==> config.mk <==
export PLATFORM = sky130hd
export DESIGN_NAME = wto_front
export DESIGN_NICKNAME = d
export VERILOG_FILES = /design/src/hw/rtl/wto_pkg.sv /design/src/hw/rtl/wto_front.sv
export SDC_FILE = /design/constraint.sdc
export NUM_CORES = 2
export LEC_CHECK = 0
export BUFFER_PORTS_ARGS = -buffer_cell sky130_fd_sc_hd__buf_2
export CAP_MARGIN = 40
export CORE_MARGIN = 2
export CORE_UTILIZATION = 55
export CTS_BUF_LIST = sky130_fd_sc_hd__clkbuf_8
export CTS_CLUSTER_DIAMETER = 60
export DETAILED_ROUTE_END_ITERATION = 10
export GPL_TIMING_DRIVEN = 1
export HOLD_SLACK_MARGIN = 0.02
export PLACE_DENSITY = 0.86
export SLEW_MARGIN = 25
export SYNTH_ARGS = -nofsm -noshare
export SYNTH_HDL_FRONTEND = slang
export SYNTH_SLANG_ARGS = --single-unit
==> constraint.sdc <==
create_clock -name i_clk -period 8.5 [get_ports i_clk]
set_clock_uncertainty 0.1 [all_clocks]
set_input_delay 2.125 -clock i_clk [delete_from_list [all_inputs] [get_ports i_clk]]
set_output_delay 2.125 -clock i_clk [all_outputs]
set_load 0.01 [all_outputs]
==> src/hw/rtl/wto_pkg.sv <==
package wto_pkg;

    localparam int TABLE_SIZE_DEF = 1024;

    localparam int FREQ_W   = 24;
    localparam int SCALE_W  = 40;
    localparam int ADDR_W   = 10;
    localparam int SAMPLE_W = 16;
    localparam int PHASE_W  = 32;
    localparam int FRAC_W   = 16;

    // step_scale is split into two halves so that each partial product stays narrow
    localparam int SCALE_HALF_W = SCALE_W / 2;

    localparam int CFG_IDX_W = 1;
    localparam int CFG_DATA_W = SCALE_W;

    localparam logic [FREQ_W-1:0]  DEFAULT_FREQ_RST = '0;
    localparam logic [SCALE_W-1:0] STEP_SCALE_RST   = 40'd6382652533;

    // power of two, so the pointers wrap on their own
    localparam int QUEUE_DEPTH = 4;
    localparam int QUEUE_PTR_W = $clog2(QUEUE_DEPTH);
    localparam int QUEUE_CNT_W = QUEUE_PTR_W + 1;

    typedef enum logic [CFG_IDX_W-1:0] {
        CFG_DEFAULT_FREQ = 1'b0,
        CFG_STEP_SCALE   = 1'b1
    } t_cfg_reg;

    typedef enum logic {
        ACT_SAMPLE = 1'b0,
        ACT_WRITE  = 1'b1
    } t_action;

    // one classified transaction between front and back
    typedef struct packed {
        t_action                     action;
        logic [ADDR_W-1:0]           addr;
        logic signed [SAMPLE_W-1:0]  value;
        logic [PHASE_W-1:0]          step;
    } t_item;

endpackage

==> src/hw/rtl/wto_front.sv <==
module wto_front (
    input  logic                              i_clk,
    input  logic                              i_rst_n,
    input  logic                              i_valid,
    output logic                              o_stall,
    input  logic                              i_action,
    input  logic                              i_use_default,
    input  logic signed [wto_pkg::FREQ_W-1:0] i_freq_hz,
    input  logic [wto_pkg::ADDR_W-1:0]        i_table_addr,
    input  logic signed [wto_pkg::SAMPLE_W-1:0] i_table_value,
    input  logic                              i_cfg_we,
    input  logic [wto_pkg::CFG_IDX_W-1:0]     i_cfg_index,
    input  logic [wto_pkg::CFG_DATA_W-1:0]    i_cfg_data,
    output logic                              o_push,
    output wto_pkg::t_item                    o_item,
    input  logic                              i_full
);

    localparam int PROD_W = wto_pkg::FREQ_W + wto_pkg::SCALE_HALF_W + 1;
    localparam int HI_W   = wto_pkg::PHASE_W + 24 - wto_pkg::SCALE_HALF_W;
    localparam int LO_W   = PROD_W - wto_pkg::SCALE_HALF_W;
    localparam int SUM_LSB = 24 - wto_pkg::SCALE_HALF_W;

    logic signed [wto_pkg::FREQ_W-1:0]  r_default_freq;
    logic [wto_pkg::SCALE_W-1:0]        r_step_scale;

    logic                               r_f1_valid;
    wto_pkg::t_action                   r_f1_action;
    logic                               r_f1_use_def;
    logic signed [wto_pkg::FREQ_W-1:0]  r_f1_freq;
    logic [wto_pkg::ADDR_W-1:0]         r_f1_addr;
    logic signed [wto_pkg::SAMPLE_W-1:0] r_f1_value;

    logic                               r_f2_valid;
    wto_pkg::t_action                   r_f2_action;
    logic [wto_pkg::ADDR_W-1:0]         r_f2_addr;
    logic signed [wto_pkg::SAMPLE_W-1:0] r_f2_value;
    logic [HI_W-1:0]                    r_f2_hi;
    logic [LO_W-1:0]                    r_f2_lo;

    logic                               fen;
    logic signed [wto_pkg::FREQ_W-1:0]  freq_sel;
    logic signed [PROD_W-1:0]           prod_lo;
    logic signed [PROD_W-1:0]           prod_hi;
    logic [HI_W-1:0]                    step_sum;

    assign fen     = !(r_f2_valid && i_full);
    assign o_stall = !fen;

    assign freq_sel = r_f1_use_def ? r_default_freq : r_f1_freq;
    assign prod_lo  = freq_sel
                    * $signed({1'b0, r_step_scale[wto_pkg::SCALE_HALF_W-1:0]});
    assign prod_hi  = freq_sel
                    * $signed({1'b0, r_step_scale[wto_pkg::SCALE_W-1:wto_pkg::SCALE_HALF_W]});

    // the high partial product has nothing below its shift, so bits below it never carry
    assign step_sum = r_f2_hi + {{(HI_W-LO_W){r_f2_lo[LO_W-1]}}, r_f2_lo};

    assign o_push        = r_f2_valid && !i_full;
    assign o_item.action = r_f2_action;
    assign o_item.addr   = r_f2_addr;
    assign o_item.value  = r_f2_value;
    assign o_item.step   = step_sum[SUM_LSB +: wto_pkg::PHASE_W];

    always_ff @(posedge i_clk) begin
        if (!i_rst_n) begin
            r_default_freq <= wto_pkg::DEFAULT_FREQ_RST;
            r_step_scale   <= wto_pkg::STEP_SCALE_RST;
        end else if (i_cfg_we) begin
            unique case (wto_pkg::t_cfg_reg'(i_cfg_index))
                wto_pkg::CFG_DEFAULT_FREQ: begin
                    r_default_freq <= i_cfg_data[wto_pkg::FREQ_W-1:0];
                end
                wto_pkg::CFG_STEP_SCALE: begin
                    r_step_scale <= i_cfg_data[wto_pkg::SCALE_W-1:0];
                end
            endcase
        end
    end

    always_ff @(posedge i_clk) begin
        if (!i_rst_n) begin
            r_f1_valid <= 1'b0;
            r_f2_valid <= 1'b0;
        end else if (fen) begin
            r_f1_valid <= i_valid;
            r_f2_valid <= r_f1_valid;
        end
    end

    always_ff @(posedge i_clk) begin
        if (fen) begin
            r_f1_action  <= wto_pkg::t_action'(i_action);
            r_f1_use_def <= i_use_default;
            r_f1_freq    <= i_freq_hz;
            r_f1_addr    <= i_table_addr;
            r_f1_value   <= i_table_value;

            r_f2_action  <= r_f1_action;
            r_f2_addr    <= r_f1_addr;
            r_f2_value   <= r_f1_value;
            r_f2_hi      <= prod_hi[HI_W-1:0];
            r_f2_lo      <= prod_lo[PROD_W-1:wto_pkg::SCALE_HALF_W];
        end
    end

endmodule

==> metrics.yaml <==
layout:
  mostFrequentLayoutCell: "inv_1"
  layout.nets: 5465
  area_delta_synth_final_pct: 7.08
  drive_gt1_frac: 0.0784
  final_cell_mix: "inv_1 (922), fa_1 (894), and2_1 (557)"
  nFillCells: 5660
  stdcell_count: 5210
clock_tree:
  cts_tree: "done"
  ctsHtreeMaxLevel: 2
  cts_buffer_depth: 3
  holdBufCountCts: 0
  insertion_delay_ns: 0.64
  cts_setup_buffers: 0
  cts_root_buf: "clkbuf_8"
  cts_resized: 0
  cts.clk_slew.worst_paths_ns: 0.06
  cts_buffers: 40
  cts_sinks: 206
die:
  die_height_um: 274
  num_rows: 99
  core_mm2: 0.0727
  ios: 159
  start_util: 0.553
  die-area_mm2: 0.0753
  fp.dieW_um: 274
grt:
  grt-ovfl-total: 0
  grt_max_degree: 67
  first_global_vias: 32100
  grtUsageTotal: 0.280
  grt_pass1_wl_um: 163000
  antenna_found_initial: 5
logic_synthesis:
  yosysSeqAreaShare: 0.137
  synthTopCellsByArea: "fa_1 (45%), edfxtp_1 (10%), and2_1 (8.7%)"
  synth_nets: 5378
  synth_area_mm2: 0.0402
  async_flop_share: 0
  ys_types: 65
  synth.avg_cell_area_um2: 9.72
  synthFlopType: "edfxtp_1"
  synth.largest_area_cell: "fa_1"
  synth_edf_count: 140
  synth_warnings: 0
  syn_inst: 4136
  synth_top_area_share: 0.445
  ys_ff_latch: 206
worst_setup_path:
  critPathMaxFanout: 31
  endpoint_kind: "register"
  critPathLaunchType: "register"
  critPathKind: "register to register"
  cp_data_required_time_ns: 8.80
  rrSetupSlack_ns: 0.30
  worstPathArrival_ns: 8.50
route:
  drc: 0
  viasPerCell: 5.56
  vias: 29000
  dr.pass1.iters: 8
  routed_wl_um: 100000
  drtIter0Drc: 2204
  routedWlPerCell_um: 19.2
  final_antenna_net_count: 0
placed_design:
  dp_cells: 5134
  hpwlAfterDp_um: 80000
  placement.io_buffers: 158
  dp_worst_setup_slack_ns: 0.263
  place_congestion: 0.955
timing:
  worstMarginPinSlew_ns: 0.924
  final-hold-violation-count: 0
  period_share: 0.965
  setup_slack_ns: 0.298
  slew_viol_final: 0
  setup_violations: 0
  setup_tns_ns: 0
  max_freq_mhz: 122
  finalCriticalPeriod_ns: 8.20
  slew_headroom: 0.384
  rsz0062_at_grt: "false"
flow_run:
  max-cap-violations: 0
worst_hold_path:
  worstHoldPathType: "register to register"
status:
  status: "completed"
-- worst max-delay path: stages, from the launching register on --
cell and delay (ns):
edfxtp_1 0.32, buf_4 0.33, mux2_2 0.49, buf_4 0.30, and2_1 0.24, fa_1 0.54
inv_1 0.05, fa_1 0.47, fa_1 0.52, inv_1 0.06, fa_1 0.55, fa_1 0.43
fa_1 0.52, fa_1 0.45, ha_1 0.36, o21ai_0 0.28, o21ai_0 0.18, a221o_1 0.37
o2bb2ai_1 0.15, a311oi_2 0.28, buf_4 0.22, a21boi_1 0.14, a21o_1 0.25, xor2_2 0.35
-- per-layer routing --
metal / up-vias / GRT usage / part of all wire
met5: - / 0 / 0.00032
met4: 4 / 0.176 / 0.072
met3: 428 / 0.0581 / 0.094
met2: 1535 / 0.475 / 0.49
met1: 14600 / 0.323 / 0.34
li1: 12400 / - / -
-- cell usage after synthesis, types with 3 or more instances --
library cell    n
xor2_1         30
and2_1        558
mux2_2         24
o31ai_1         6
clkbuf_1      193
nor2_1         53
a21oi_1        80
a31oi_1         9
a221o_1         4
o21a_1         17
a22oi_1         4
o21ai_0        40
a21boi_0       47
nor3_1         10
dfxtp_1        66
a21o_1         30
ha_1          250
edfxtp_1      140
or3_1           3
nor2b_1        11
xnor2_1        81
o21ai_1         3
a311oi_1        3
nand4_1         9
a211oi_1        9
o21bai_1        6
nand3_1        42
inv_1         913
o211ai_1        5
a211o_1         3
o31a_1          3
and3_1          8
nand2_1       532
fa_1          894
or2_2           3
nand2b_1       12
-- stage by stage --
stage | area, µm² | hold slack [ns] | util
5_1_grt | 43100 | 0.316 | 0.592
4_1_cts | 42900 | 0.317 | 0.590
3_3_place_gp | 42000 | 0.301 | 0.577
2_1_floorplan | 40200 | 0.300 | -
6_report | 43100 | 0.314 | 0.592
3_5_place_dp | 42200 | 0.305 | 0.580
-- cell families (layout without fill, tap and decap cells) --
kind of cell             after synthesis  after routing  share of synthesized area
AND/OR/NAND/NOR                     1250           1250                      0.157
XOR/XNOR                             111            111                     0.0242
multiplexers                          25             25                    0.00697
adder cells (fa/ha/maj)             1144           1144                      0.523
other                                  0              3                          0
flip-flops                           206            206                      0.137
AO/OA/AOI/OAI                        290            290                     0.0480
buffers and inverters               1110           1222                      0.104
-- state kept, by name, indices dropped and copies added (netlist names) --
register,cells
r_step_scale,40
r_f1_valid,1
r_f2_action,1
r_f1_use_def,1
r_f1_value,16
r_default_freq,24
r_f1_freq,24
r_f1_addr,10
r_f2_value,16
r_f2_addr,10
r_f1_action,1
r_f2_valid,1
r_f2_hi,36
r_f2_lo,25
-- area by class of cell --
type / count / area [µm²] / area share
well taps: 959 / 1200 / 0.0279
clock inverters: 26 / 218 / 0.00506
multi-input cells: 2820 / 30600 / 0.710
diodes: 3 / 7.51 / 0.000174
clock buffers: 41 / 564 / 0.0131
flip-flops and latches: 206 / 5530 / 0.128
inverters: 913 / 3430 / 0.0796
repair buffers: 242 / 1550 / 0.0361
-- path summary, 6_finish.rpt --
kind / endpoint / cells past startpoint / startpoint
max: r_f2_lo[15] / 23 / r_f1_use_def
min reg2reg: r_f2_value[14] / 0 / r_f1_value[14]
max reg2reg: r_f2_lo[15] / 23 / r_f1_use_def
min: r_f2_value[14] / 0 / r_f1_value[14]
Power is left out: the tool's default activity adds up to more than one toggle a clock period on the data nets, which glitch-free logic cannot reach.
