===== config.mk =====
export PLATFORM = sky130hd
export DESIGN_NAME = wto_queue
export DESIGN_NICKNAME = d
export VERILOG_FILES = /design/src/hw/rtl/wto_pkg.sv /design/src/hw/rtl/wto_queue.sv
export SDC_FILE = /design/constraint.sdc
export NUM_CORES = 1
export LEC_CHECK = 0
export ABC_AREA = 1
export BUFFER_PORTS_ARGS = -buffer_cell sky130_fd_sc_hd__buf_2
export CORE_MARGIN = 2
export CORE_UTILIZATION = 33
export DETAILED_ROUTE_END_ITERATION = 7
export PLACE_DENSITY = 0.56
export SLEW_MARGIN = 20
export SYNTH_ARGS = -nofsm -noshare
export SYNTH_HDL_FRONTEND = slang
export SYNTH_SLANG_ARGS = --single-unit
export TNS_END_PERCENT = 50

===== constraint.sdc =====
create_clock -name i_clk -period 3.95 [get_ports i_clk]
set_input_delay 0.1975 -clock i_clk [delete_from_list [all_inputs] [get_ports i_clk]]
set_output_delay 0.1975 -clock i_clk [all_outputs]
set_load 0.01 [all_outputs]

===== src/hw/rtl/wto_pkg.sv =====
package wto_pkg;

    localparam int TABLE_SIZE_DEF = 1024;

    localparam int FREQ_W   = 24;
    localparam int SCALE_W  = 40;
    localparam int ADDR_W   = 10;
    localparam int SAMPLE_W = 16;
    localparam int PHASE_W  = 32;
    localparam int FRAC_W   = 16;

    // step_scale is split into two halves so that each partial product stays narrow
    localparam int SCALE_HALF_W = SCALE_W / 2;

    localparam int CFG_IDX_W = 1;
    localparam int CFG_DATA_W = SCALE_W;

    localparam logic [FREQ_W-1:0]  DEFAULT_FREQ_RST = '0;
    localparam logic [SCALE_W-1:0] STEP_SCALE_RST   = 40'd6382652533;

    // power of two, so the pointers wrap on their own
    localparam int QUEUE_DEPTH = 4;
    localparam int QUEUE_PTR_W = $clog2(QUEUE_DEPTH);
    localparam int QUEUE_CNT_W = QUEUE_PTR_W + 1;

    typedef enum logic [CFG_IDX_W-1:0] {
        CFG_DEFAULT_FREQ = 1'b0,
        CFG_STEP_SCALE   = 1'b1
    } t_cfg_reg;

    typedef enum logic {
        ACT_SAMPLE = 1'b0,
        ACT_WRITE  = 1'b1
    } t_action;

    // one classified transaction between front and back
    typedef struct packed {
        t_action                     action;
        logic [ADDR_W-1:0]           addr;
        logic signed [SAMPLE_W-1:0]  value;
        logic [PHASE_W-1:0]          step;
    } t_item;

endpackage


===== src/hw/rtl/wto_queue.sv =====
module wto_queue (
    input  logic           i_clk,
    input  logic           i_rst_n,
    input  logic           i_push,
    input  wto_pkg::t_item i_item,
    output logic           o_full,
    input  logic           i_pop,
    output logic           o_head_valid,
    output wto_pkg::t_item o_head
);

    wto_pkg::t_item                   r_slot [wto_pkg::QUEUE_DEPTH];
    logic [wto_pkg::QUEUE_PTR_W-1:0]  r_wr_ptr;
    logic [wto_pkg::QUEUE_PTR_W-1:0]  r_rd_ptr;
    logic [wto_pkg::QUEUE_CNT_W-1:0]  r_count;
    logic [wto_pkg::QUEUE_CNT_W-1:0]  n_count;
    logic                             do_push;
    logic                             do_pop;

    assign o_full       = (r_count == wto_pkg::QUEUE_CNT_W'(wto_pkg::QUEUE_DEPTH));
    assign o_head_valid = (r_count != '0);
    assign o_head       = r_slot[r_rd_ptr];

    assign do_push = i_push && !o_full;
    assign do_pop  = i_pop && o_head_valid;

    always_comb begin
        n_count = r_count;
        if (do_push && !do_pop) begin
            n_count = r_count + wto_pkg::QUEUE_CNT_W'(1);
        end else if (do_pop && !do_push) begin
            n_count = r_count - wto_pkg::QUEUE_CNT_W'(1);
        end
    end

    always_ff @(posedge i_clk) begin
        if (!i_rst_n) begin
            r_wr_ptr <= '0;
            r_rd_ptr <= '0;
            r_count  <= '0;
        end else begin
            r_count <= n_count;
            if (do_push) begin
                r_wr_ptr <= r_wr_ptr + wto_pkg::QUEUE_PTR_W'(1);
            end
            if (do_pop) begin
                r_rd_ptr <= r_rd_ptr + wto_pkg::QUEUE_PTR_W'(1);
            end
        end
    end

    always_ff @(posedge i_clk) begin
        if (do_push) begin
            r_slot[r_wr_ptr] <= i_item;
        end
    end

endmodule


==> reports/qor.json, run 1 <==
{
  "wl_um": 20100,
  "detailroute.via_count": 5699,
  "n_antenna_cell": 0,
  "yosysSeqAreaShare": 0.790,
  "globalRouteOverflowTotal": 0,
  "flow.area_growth_from_synthesis_pct": 26.1,
  "grt_first_pass_wirelength_um": 30600,
  "ctsResizeCount": 0,
  "fin_skew_ns": 0.00684,
  "cpMaxStageDelayCell": "sky130_fd_sc_hd__dfxtp_4",
  "worstPathMaxFanout": 68,
  "clk-insertion-delay-late_ns": 0.51,
  "number_of_drc_markers_in_iteration_0": 378,
  "crit_arrival_ns": 2.57,
  "numClockSinks": 245,
  "die_h_um": 171,
  "worst-slew-pin-transition_ns": 0.862,
  "power_density_mw_per_mm2": 614,
  "postSynthRegisterBits": 245,
  "postSynth.asyncResetShare": 0,
  "floorplan.io_pins": 124,
  "drive_gt1_frac": 0.206,
  "cts.root.buffer_cell": "sky130_fd_sc_hd__clkbuf_16",
  "post_drt_wl_per_cell_um": 16.5,
  "dr.pass1.iters": 5,
  "synth-main-ff-cell": "sky130_fd_sc_hd__edfxtp_1",
  "ant_nets": 0,
  "timing.final.crit_share": 0.702,
  "floorplan.die_area_sq_mm": 0.0292,
  "dpl_cell_area_sq_mm": 0.0102,
  "post_route_minimum_period_ns": 2.77,
  "drcViolationCount": 0,
  "global_route.usage.total": 0.135,
  "cap_viol_max_count": 0,
  "summed_instance_area_of_the_synthesized_netlist_sq_mm": 0.00920,
  "hold_slack_ns": 0.436,
  "crit_path_cell_trace": "buf_4, o21ai_0, o22ai_1, buf_2",
  "slew_headroom": 0.426,
  "holdCritStartpoint": "i_item[6]",
  "placed_cells_incl_taps": 1112,
  "worst_path_dominant_cell_family": "buffers and inverters",
  "worst_setup_path_end_kind": "output port",
  "h-tree-depth": 1,
  "setup_repair_after_global_routing_missed_its_margin": "false",
  "postLayoutCellArea_sq_mm": 0.0116,
  "syn_avg_cell_area_sq_um": 14.4,
  "final-instance-count-excl-fill": 1222,
  "grt_pass1_vias": 5486,
  "floorplan.rows": 61,
  "port_buf_inserts": 123,
  "antenna_found_initial": 0,
  "cts_setup_buffers": 0,
  "final-hold-violation-count": 0,
  "chipWidth_um": 171,
  "p_leak_nw": 4.07,
  "yosysWarnings": 0,
  "fmax_mhz": 361,
  "setup_viol_count_final": 0,
  "cts_tree": "yes",
  "r2r_setup_slack_ns": 1.72,
  "worst_path_largest_cell_delay_ns": 0.70,
  "buffering_stage_count_on_the_worst_path_with_inverters_included": 2,
  "hp-class": "in2reg",
  "core-area_sq_mm": 0.0276,
  "worst_ir_drop_vdd_v": 0.000301,
  "worst_r2r_startpoint": "r_count[0]",
  "place.detailed.hpwl_um": 11100,
  "synth.distinct_cells": 21,
  "finalNetCount": 893,
  "numCtsBuffers": 26,
  "setup_cp_type": "reg2out",
  "synth_edf_count": 236,
  "dp_slack_ns": 1.68,
  "initial_utilization": 0.333,
  "start_kind": "flop",
  "tns_ns": 0,
  "clkSlewWorstSetupHoldPaths_ns": 0.06,
  "detail_route.vias_per_cell": 4.66,
  "post-route-worst-setup-slack_ns": 1.18,
  "synth_nets": 708,
  "largest_net_degree_at_the_start_of_global_routing": 119,
  "place.gp.congestion": 0.702,
  "report.final.slew_viol_count": 0,
  "worstPathRequired_ns": 3.75,
  "run_status": "finished, final reports clean",
  "cts_buffer_depth": 3,
  "syn_inst": 639
}
## cells in the mapped netlist, types with 3 or more instances
master                     instances  area share
sky130_fd_sc_hd__ha_1              5      0.0068
sky130_fd_sc_hd__dfxtp_1           9       0.020
sky130_fd_sc_hd__o21ai_1           6      0.0033
sky130_fd_sc_hd__clkbuf_2          7      0.0038
sky130_fd_sc_hd__o21ai_0         113       0.061
sky130_fd_sc_hd__buf_6             5      0.0061
sky130_fd_sc_hd__buf_4             5      0.0041
sky130_fd_sc_hd__buf_2            11      0.0060
sky130_fd_sc_hd__nand2_1          15      0.0061
sky130_fd_sc_hd__nor2_1          132       0.054
sky130_fd_sc_hd__clkbuf_1          9      0.0037
sky130_fd_sc_hd__nand3_1           4      0.0022
sky130_fd_sc_hd__o22ai_1          59       0.040
sky130_fd_sc_hd__a21oi_1           3      0.0016
sky130_fd_sc_hd__inv_1            15      0.0061
sky130_fd_sc_hd__edfxtp_1        236        0.77
## layout make-up
| class | instances | area (sq um) |
|---|---|---|
| flip-flops and latches | 245 | 7270 |
| clock inverters | 9 | 50.0 |
| clock buffers | 39 | 731 |
| inverters | 17 | 68.8 |
| fillers | 2589 | 16000 |
| multi-input cells | 340 | 1680 |
| repair buffers | 194 | 1330 |
| well taps | 378 | 473 |
## state kept, by name (all words and copies together) (netlist names), named ones only
register  count
r_rd_ptr      2
r_count       3
r_slot      236
r_wr_ptr      2
## final timing paths
check	depth (start not counted)	end
setup / recovery	4	o_head[50]
hold / removal	2	r_slot[3][6]
setup reg to reg	5	r_slot[1][36]
hold reg to reg	2	flop
## metrics by stage
step / utilization / total power, mW
floorplan: - / 4.32
global placement: 0.369 / 4.95
detailed placement: 0.369 / 4.96
CTS: 0.420 / 7.24
global route: 0.420 / 7.51
finish: 0.420 / 7.12
## cells in the final DEF (no fill, tap or decap)
cell / instances
sky130_fd_sc_hd__o21ai_1: 6
sky130_fd_sc_hd__o22ai_1: 59
sky130_fd_sc_hd__dfxtp_4: 1
sky130_fd_sc_hd__clkinvlp_4: 2
sky130_fd_sc_hd__dfxtp_2: 1
sky130_fd_sc_hd__buf_12: 2
sky130_fd_sc_hd__buf_2: 123
sky130_fd_sc_hd__clkbuf_1: 11
sky130_fd_sc_hd__inv_1: 15
sky130_fd_sc_hd__xor2_1: 1
sky130_fd_sc_hd__fa_1: 1
sky130_fd_sc_hd__o21ai_0: 113
sky130_fd_sc_hd__a21oi_1: 3
sky130_fd_sc_hd__inv_2: 1
sky130_fd_sc_hd__nand3_1: 4
sky130_fd_sc_hd__clkinv_1: 3
sky130_fd_sc_hd__buf_4: 7
sky130_fd_sc_hd__dfxtp_1: 7
sky130_fd_sc_hd__nand2_1: 15
sky130_fd_sc_hd__edfxtp_1: 236
sky130_fd_sc_hd__clkinv_2: 3
sky130_fd_sc_hd__dlygate4sd3_1: 62
sky130_fd_sc_hd__nor2_1: 128
sky130_fd_sc_hd__clkinv_4: 1
sky130_fd_sc_hd__nor2_4: 4
sky130_fd_sc_hd__clkbuf_16: 27
sky130_fd_sc_hd__inv_6: 1
sky130_fd_sc_hd__ha_1: 5
sky130_fd_sc_hd__clkbuf_8: 1
sky130_fd_sc_hd__nand3b_1: 1
## power breakdown
part | internal, mW | switching, mW | leakage [nW]
combinational | 0.560 | 1.07 | 1.46
clock | 1.28 | 0.938 | 0.374
sequential | 3.16 | 0.119 | 2.24
total | 5.00 | 2.13 | 4.07
## layer usage
metal  routed length, um  share of wire  global-route usage  vias up
met5                   0              0                   0        -
met4                 353          0.018              0.0335        0
met3                1210          0.060              0.0275       27
met2                9530           0.47               0.225      155
met1                9030           0.45               0.180     2765
li1                    -              -                   -     2752
## what timing repair did
action / CTS / global route
hold buffers: 62 / 0
setup endpoints to repair: 0 / 0
endpoints found under the hold margin: 243 / 0
## kinds of logic after synthesis
kind of cell | share of synthesized area
adders and majority gates | 0.00897
xor gates and xnor gates | 0.000952
and+or+nand+nor | 0.0629
AOI/OAI and AO/OA | 0.106
DFF | 0.790
buffers and inverters | 0.0311
Note: power is estimated with default switching activity, not from simulation.
==> inputs of run 2 (changes only) <==
clock period = 2.9 ns   (was 3.95 ns; I/O delays follow)
==> reports/qor.json, run 2 (synthesis gave the netlist of run 1 again) <==
{
  "run_status": {"value": "finished, final reports clean", "change": "unchanged"},
  "crit_path_cell_trace": {"value": "inv_2, buf_12, o21ai_0, o22ai_1, buf_2", "change": "was buf_4, o21ai_0, o22ai_1, buf_2"},
  "slew_headroom": {"value": 0.478, "change": "was 0.426"},
  "largest_registers": {"value": "r_slot x236, r_count x3", "change": "unchanged"},
  "finalCoreUtilization": {"value": 0.424, "change": "was 0.420"},
  "top_signal_layer_used": {"value": "met4", "change": "unchanged"},
  "die_h": {"value": 171, "unit": "um", "change": "unchanged"},
  "dr.pass1.iters": {"value": 4, "change": "was 5"},
  "worst_path_largest_cell_delay": {"value": 0.50, "unit": "ns", "change": "was 0.70 ns"},
  "worst_setup_path_end_kind": {"value": "output port", "change": "unchanged"},
  "port_buf_inserts": {"value": 123, "change": "unchanged"},
  "cts_setup_buffers": {"value": 0, "change": "unchanged"},
  "number_of_drc_markers_in_iteration_0": {"value": 339, "change": "was 378"},
  "setup_repair_after_global_routing_missed_its_margin": {"value": "false", "change": "unchanged"},
  "clk-insertion-delay-late": {"value": 0.52, "unit": "ns", "change": "was 0.51 ns"},
  "cts_buffer_depth": {"value": 3, "change": "unchanged"},
  "timing.final.crit_share": 0.863,
  "layout_common_cells": {"value": "236 x sky130_fd_sc_hd__edfxtp_1, 128 x sky130_fd_sc_hd__nor2_1, 123 x sky130_fd_sc_hd__buf_2, 113 x sky130_fd_sc_hd__o21ai_0, 62 x sky130_fd_sc_hd__dlygate4sd3_1", "change": "unchanged"},
  "post_drt_wl_per_cell": {"value": 16.3, "unit": "um", "change": "was 16.5 um"},
  "setup_viol_count_final": {"value": 0, "change": "unchanged"},
  "flow.area_growth_from_synthesis": {"value": 27.2, "unit": "%", "change": "was 26.1%"},
  "cts.root.buffer_cell": {"value": "sky130_fd_sc_hd__clkbuf_16", "change": "unchanged"},
  "clkSlewWorstSetupHoldPaths": {"value": 0.06, "unit": "ns", "change": "about the same"},
  "largest_net_degree_at_the_start_of_global_routing": {"value": 110, "change": "was 119"},
  "worst_r2r_startpoint": {"value": "r_count[0]", "change": "unchanged"},
  "met2_wirelength": {"value": 9220, "unit": "um", "change": "was 9530 um"},
  "mostFrequentLayoutCell": {"value": "sky130_fd_sc_hd__edfxtp_1", "change": "unchanged"},
  "worst_r2r_path_depth": {"value": 9, "change": "was 5"},
  "global_route.usage.total": {"value": 0.134, "change": "was 0.135"},
  "setup_cp_type": {"value": "reg2out", "change": "unchanged"},
  "hold_slack": {"value": 0.376, "unit": "ns", "change": "was 0.436 ns"},
  "report.final.slew_viol_count": {"value": 0, "change": "unchanged"},
  "initial_utilization": {"value": 0.333, "change": "unchanged"},
  "holdCritStartpoint": {"value": "i_item[36]", "change": "was i_item[6]"},
  "grt_first_pass_wirelength": {"value": 30200, "unit": "um", "change": "was 30600 um"},
  "cpMaxStageDelayCell": {"value": "sky130_fd_sc_hd__dfxtp_2", "change": "was sky130_fd_sc_hd__dfxtp_4"},
  "ant_nets": {"value": 0, "change": "unchanged"},
  "fmax_mhz": 400,
  "place.detailed.hpwl": {"value": 10600, "unit": "um", "change": "was 11100 um"},
  "final-hold-violation-count": {"value": 0, "change": "unchanged"},
  "grt_pass1_vias": {"value": 5581, "change": "was 5486"},
  "wl_met1": {"value": 9450, "unit": "um", "change": "was 9030 um"},
  "cap_viol_max_count": {"value": 0, "change": "unchanged"},
  "floorplan.die_area": {"value": 0.0292, "unit": "sq mm", "change": "unchanged"},
  "cts_tree": {"value": "yes", "change": "unchanged"},
  "crit_arrival": {"value": 2.36, "unit": "ns", "change": "was 2.57 ns"},
  "drcViolationCount": {"value": 0, "change": "unchanged"},
  "buffering_stage_count_on_the_worst_path_with_inverters_included": {"value": 3, "change": "was 2"},
  "detail_route.vias_per_cell": {"value": 4.63, "change": "was 4.66"},
  "antenna_found_initial": {"value": 1, "change": "was 0"},
  "power_density": {"value": 856, "unit": "mW/mm^2", "change": "was 614 mW/mm^2"},
  "chipWidth": {"value": 171, "unit": "um", "change": "unchanged"},
  "finalNetCount": {"value": 896, "change": "was 893"},
  "worstHoldPathCells": {"value": 2, "change": "unchanged"},
  "globalRouteOverflowTotal": {"value": 0, "change": "unchanged"},
  "worst_path_dominant_cell_family": {"value": "buffers and inverters", "change": "unchanged"},
  "worst-slew-pin-transition": {"value": 0.783, "unit": "ns", "change": "was 0.862 ns"},
  "floorplan.io_pins": {"value": 124, "change": "unchanged"},
  "h-tree-depth": {"value": 1, "change": "unchanged"},
  "detailroute.via_count": {"value": 5662, "change": "was 5699"},
  "wl_met3": {"value": 946, "unit": "um", "change": "was 1210 um"},
  "floorplan.rows": {"value": 61, "change": "unchanged"},
  "numClockSinks": {"value": 245, "change": "unchanged"},
  "p_leak": {"value": 4.13, "unit": "nW", "change": "was 4.07 nW"},
  "post_route_minimum_period_ns": 2.50,
  "drive_gt1_frac": {"value": 0.209, "change": "was 0.206"},
  "regMostFlops": {"value": "r_slot", "change": "unchanged"},
  "worst_ir_drop_vdd": {"value": 0.000416, "unit": "V", "change": "was 0.000301 V"},
  "worstPathMaxFanout": {"value": 37, "change": "was 68"},
  "largest_reg_flops": {"value": 236, "change": "unchanged"},
  "critical_path_cell_count": {"value": 5, "change": "was 4"},
  "wl": {"value": 20000, "unit": "um", "change": "was 20100 um"},
  "worstPathRequired": {"value": 2.76, "unit": "ns", "change": "was 3.75 ns"},
  "hp-class": {"value": "in2reg", "change": "unchanged"},
  "fin_skew": {"value": 0.00899, "unit": "ns", "change": "was 0.00684 ns"},
  "start_kind": {"value": "flop", "change": "unchanged"},
  "numCtsBuffers": {"value": 27, "change": "was 26"},
  "core-area": {"value": 0.0276, "unit": "sq mm", "change": "unchanged"},
  "place.gp.congestion": {"value": 0.719, "change": "was 0.702"}
}
## run 2: changes by cell type in the layout (fill, tap and decap cells not counted), sizes merged
cell and delta:
buf +2, bufinv +4, clkbuf -5, clkinvlp -2, diode +1
## run 2: final cells by class
| type | instances | area [sq um] |
|---|---|---|
| repair buffers | 196 | 1360 |
| clock buffers | 34 | 702 |
| inverters | 17 | 68.8 |
| well taps | 378 | 473 |
| flip-flops and latches | 245 | 7270 |
| diodes | 1 | 2.50 |
| multi-input cells | 340 | 1680 |
| clock inverters | 11 | 154 |
| fillers | 2560 | 15900 |
## run 2: per-stage QoR
| stage | std cells | setup TNS [ns] | cell area (sq um) | power (mW) | setup WS, ns |
|---|---|---|---|---|---|
| final | 1222 | 0 | 11700 | 10.0 | 0.398 |
| after global routing | 1221 | 0 | 11700 | 10.6 | 0.216 |
| after CTS | 1221 | 0 | 11700 | 10.2 | 0.331 |
| after detailed placement | 1114 | 0 | 10200 | 6.75 | 0.743 |
| after global placement | 1114 | 0 | 10200 | 6.73 | 0.826 |
| after floorplan | 639 | -166.43 | 9200 | 5.89 | -0.705 |
## run 2: worst paths after layout
path | end | slack [ns]
worst max register to register | r_count[1] | 0.71
worst max-delay path | o_head[1] | 0.40
worst min register to register | r_rd_ptr[0] | 0.51
worst min-delay path | r_slot[3][36] | 0.38
## run 2: where the power goes
group	leakage [nW]	total, mW	internal (mW)	switching, mW
sequential	2.24	4.42	4.30	0.116
clock	0.416	3.33	2.05	1.28
combinational	1.48	2.27	0.781	1.49
## run 2: metal layers
metal,vias to the layer above,global-route usage
li1,2757,-
met1,2750,0.186
met3,29,0.0254
met4,0,0.0350
met5,-,0
met2,126,0.217
## run 2: repair_timing
item | 4_1_cts | 5_1_grt
hold buffers | 62 | 0
endpoints found under the hold margin | 245 | 0
gates resized for setup | 0 | 0
